File: src/hdl/ila_pkg.sv
// ----------------------------------------------------------------------------
// ila_pkg: shared types and codes for the indexed list
// Operation and status codes, payload widths and the per-cell command.
// ----------------------------------------------------------------------------
package ila_pkg;

   localparam int DATA_W  = 32;
   localparam int MODE_W  = 3;
   localparam int INDEX_W = 10;
   localparam int STAT_W  = 2;
   localparam int COUNT_W = 9;

   typedef enum logic [MODE_W-1:0] {
      MODE_READ     = 3'd0,
      MODE_INS_HEAD = 3'd1,
      MODE_INS_TAIL = 3'd2,
      MODE_INS_AT   = 3'd3,
      MODE_DELETE   = 3'd4
   } mode_type;

   typedef enum logic [STAT_W-1:0] {
      ST_DONE  = 2'd0,
      ST_RANGE = 2'd1,
      ST_FULL  = 2'd2
   } status_type;

   // Shift command broadcast to every cell
   typedef struct packed {
      logic ins;
      logic del;
   } cell_cmd_type;

endpackage

File: src/hdl/ila_cell.sv
// ----------------------------------------------------------------------------
// ila_cell: one list slot
// Holds one entry; on insert or delete it shifts against its neighbors by
// comparing its own position with the target position. Drives its entry onto
// the read tree when its position is selected.
// ----------------------------------------------------------------------------
module ila_cell #(
   parameter int POS_W = 8,
   parameter int POS   = 0
) (
   input  logic                        clock,
   input  ila_pkg::cell_cmd_type       cmd,
   input  logic [POS_W-1:0]            pos,
   input  logic [ila_pkg::DATA_W-1:0]  value,
   input  logic [ila_pkg::DATA_W-1:0]  left_data,
   input  logic [ila_pkg::DATA_W-1:0]  right_data,
   input  logic [POS_W-1:0]            rd_pos,
   output logic [ila_pkg::DATA_W-1:0]  data_out,
   output logic [ila_pkg::DATA_W-1:0]  rd_out
);
   import ila_pkg::*;

   localparam logic [POS_W-1:0] MY_POS = POS_W'(POS);

   logic [DATA_W-1:0] data_ff;
   logic [DATA_W-1:0] data_in;

   always_comb begin
      data_in = data_ff;
      if (cmd.ins) begin
         if (MY_POS > pos) begin
            data_in = left_data;
         end else if (MY_POS == pos) begin
            data_in = value;
         end
      end else if (cmd.del) begin
         if (MY_POS >= pos) begin
            data_in = right_data;
         end
      end
   end

   always_ff @(posedge clock) begin
      data_ff <= data_in;
   end

   assign data_out = data_ff;
   assign rd_out   = (rd_pos == MY_POS) ? data_ff : '0;
endmodule

File: config.mk
export PLATFORM = sky130hd
export DESIGN_NAME = ila_cell
export DESIGN_NICKNAME = d
export VERILOG_FILES = /design/src/hdl/ila_pkg.sv /design/src/hdl/ila_cell.sv
export SDC_FILE = /design/constraint.sdc
export NUM_CORES = 1
export LEC_CHECK = 0
export ABC_AREA = 1
export CORE_MARGIN = 2
export CORE_UTILIZATION = 35
export DETAILED_ROUTE_END_ITERATION = 10
export DONT_BUFFER_PORTS = 1
export HOLD_SLACK_MARGIN = 0.1
export PLACE_DENSITY = 0.54
export SETUP_SLACK_MARGIN = 0.4
export SKIP_LAST_GASP = 1
export SYNTH_ARGS = -nofsm -noshare
export SYNTH_HDL_FRONTEND = slang
export SYNTH_SLANG_ARGS = --single-unit
File: constraint.sdc
create_clock -name clock -period 2.9 [get_ports clock]
set_input_delay 0.145 -clock clock [delete_from_list [all_inputs] [get_ports clock]]
set_output_delay 0.145 -clock clock [all_outputs]
set_load 0.02 [all_outputs]
Yosys cells after proc, flatten, opt, wreduce, memory -nomap -nowiden
Index checks and enable logic that the tools add are counted.

word-level totals
  word-level logic and storage cells = 15
  bits in registers = 32
  output and inout bits = 64
  bits of input ports = 115

operators by class
  muxes and demuxes = 6
  equal/unequal tests = 1
  reductions and logical operators = 5
  $lt $le $gt $ge = 2

operators by type and width
  kind                                                                                number
  32-bit 2-to-1 mux                                                                   6
  8-bit logical NOT                                                                   2
  1-bit by 8-bit greater-or-equal comparator with 1-bit output, first input constant  1
  1-bit by 8-bit greater-than comparator with 1-bit output, first input constant      1
  2-bit nonzero test                                                                  2
  3-bit by 1-bit != test with 1-bit output, second input constant                     1
  3-bit AND reduction                                                                 1

Longest topological paths before layout
  depth in word-level cells = 4
  gate-level depth with buffers = 5
  gate-level depth less buffers = 3

Worst setup path after synthesis
No wires, ideal clock.

  path type = in2reg
  start point = input cmd[1] (netlist name)
  end point = register data_ff[0] (netlist: data_out[0]) (enable)
  arrival = 2576 ps
  setup slack = -137 ps
  required time = 2439 ps
  cell stages on the path = 3
  library setup time = 461 ps
  path buffers = 1
  path through = buf_2 nor2_1 nor3_1

on the way
  word-level cells in the longest chain between the ends = 2
  elaborated cells on any way between the ends = 4
  those cells by class = eq/ne: 1; reduce/logical: 3

ends and longest elaborated chain
  what                                                                                             line            source
  from (decl)                                                                                      ila_cell.sv:12  input ila_pkg::cell_cmd_type cmd,
  3-bit by 1-bit != test with 1-bit output (no source line) or 2-bit nonzero test (tied branches)  -
  3-bit AND reduction (no source line) *                                                           -
  to (signal assigned)                                                                             ila_cell.sv:44  data_ff <= data_in;
  to (decl)                                                                                        ila_cell.sv:25  logic [DATA_W-1:0] data_ff;

Every way passes the cells marked *; elsewhere a longest branch is shown, timed or not.
A chain may end at the register's enable or synchronous reset.

Final worst setup path
  start point = input cmd[1] (netlist name)
  end point = register data_ff[30] (netlist: data_out[30]) (data pin)

on the way
  word-level cells in the longest chain between the ends = 1

ends and longest elaborated chain
  what                   line            source
  32-bit 2-to-1 mux      ila_cell.sv:30  if (cmd.ins) begin
  named net data_in[30]  ila_cell.sv:26  logic [DATA_W-1:0] data_in;

The timed path passes the listed nets, and every way through them passes these cells.

==> results.ini <==
[cts]
clockRootBuffer=clkbuf_8
cts-resized-gates=0
tritoncts=done
cts_sinks=32
clkSlewWorstSetupHoldPaths_ps=60
cts_buffer_depth=2
h-tree-depth=2
numCtsBuffers=5

[grt]
grt-busiest-layer=met2
met2_usage=0.316
grt_pass1_vias=1722
met3_usage=0.0437
grt_pass1_wl_um=7970
grtUsageMet1=0.182
grt.total_usage=0.169
grt_max_degree=33
antenna_found_initial=0
gr-total-overflow=0

[sta]
worst_slew_pin_slew_ps=754
period_share=0.735
max_freq_mhz=469
fin_crit_ps=2130
finalSetupViolations=0
rsz0062_at_grt=false
hold_viol=0
tns_ps=0
maxSlewViolCount=0
timing.hold.ws_ps=481
max-slew-margin-rel=0.495

[route]
post-route-drc-count=0
wl_um=5270
avgRoutedWirePerCell_um=14.8
firstDrtPassIters=4
ant_nets=0
vias=1709
first_iter_violations=78
viasPerCell=4.81

[die]
io_pins=179
coreArea_um2=5440
die_area_um2=6160
rows=27
die_w_um=78.5
chipHeight_um=78.5
start_util=0.357

[power]
power.leakage_nw=1.16
pwr_density_cell_nw_per_um2=368
vdd_drop_max_v=0.000172
p_total_mw=0.989

[synth]
synth_edf_count=32
yosys_warnings=0
yosys_register_bits=32
synth_common_cells=nand2_1, edfxtp_1, inv_1
yosysTopAreaCell=edfxtp_1
synthTopCellsByArea=edfxtp_1, nand2_1, nor3_2
avgSynthCellArea_um2=8.82
netlist_area_um2=1940
ys_types=12
synth_top_area_frac=0.495
synthCells=220
async_reset_ff_frac=0
ys_seq_area_frac=0.495
synth-main-ff-cell=edfxtp_1
yosysMostFrequentCell=nand2_1
syn_nets=335

[final_layout]
diodes=0
num-nets-final=397
drive_gt1_frac=0.155
syn_to_final_growth_pct=38.6
stdcell_count=355
largest_reg_flops=32

[status]
status=finished, final reports clean

[place]
dpl.cell_count=282
routabilityCongestion=0.758
dpl.hpwl_um=3120
port_buffers=0

[setup_path]
critPathRequiredTime_ps=2930
path_max_fanout=26
crit_path_end_kind=flip-flop
crit_arrival_ps=2160
worstSetupPathType=in2reg
crit_path_start_kind=input pin

[run]
drv_cap=0

[hold_path]
hold_path.class=in2reg

[cell families after synthesis]
logic type / Yosys count / share of synthesized area
DFF: 32 / 0.495
and+or+nand+nor: 142 / 0.384
buffers and inverters: 46 / 0.121
[cell type report]
class | count | area [um^2]
Fill cell | 503 | 2750
Inverter | 33 | 124
Clock buffer | 5 | 68.8
Tap cell | 72 | 90.1
Sequential cell | 32 | 961
Clock inverter | 3 | 13.8
Timing Repair Buffer | 68 | 673
Multi-Input combinational cell | 142 | 759
[power breakdown]
| part | internal (mW) | switching (mW) |
|---|---|---|
| combinational | 0.0920 | 0.0624 |
| clock | 0.162 | 0.156 |
| sequential | 0.514 | 0.00254 |
| total | 0.768 | 0.221 |
[layout by cell type, fill, tap and decap left out, drive strengths merged]
master / instances
buf: 3
clkbuf: 5
clkinv: 3
dlygate4sd3: 65
edfxtp: 32
inv: 33
nand2: 100
nor2: 9
nor3: 33
[critical path, stage by stage]
cell and delay, ps:
dlygate4sd3_1 730, nand2_1 130, dlygate4sd3_1 560, nand2_1 50, dlygate4sd3_1 540
[layer usage]
metal | vias up | share of wire
met3 | 7 | 0.064
met2 | 91 | 0.55
met4 | 0 | 0.017
li1 | 805 | -
met1 | 806 | 0.37
met5 | - | 0
[timing repair]
action | CTS | global route
hold endpoints to repair | 32 | 0
hold buffers | 65 | 0
setup buffers | 0 | 0
[metrics by stage]
step	instance area [um^2]	util	setup slack, ps
floorplan	1950	-	824
global placement	1960	0.360	1360
detailed placement	1960	0.360	1350
CTS	2690	0.495	813
global route	2690	0.495	726
finish	2690	0.495	768
[path summary, 6_finish.rpt]
check,startpoint,endpoint,slack [ps],depth (start not counted)
setup / recovery,cmd[1],data_out[30]$_DFFE_PP_,770,5
hold / removal,pos[6],data_out[28]$_DFFE_PP_,480,4
Note: power is estimated with default switching activity, not from simulation.
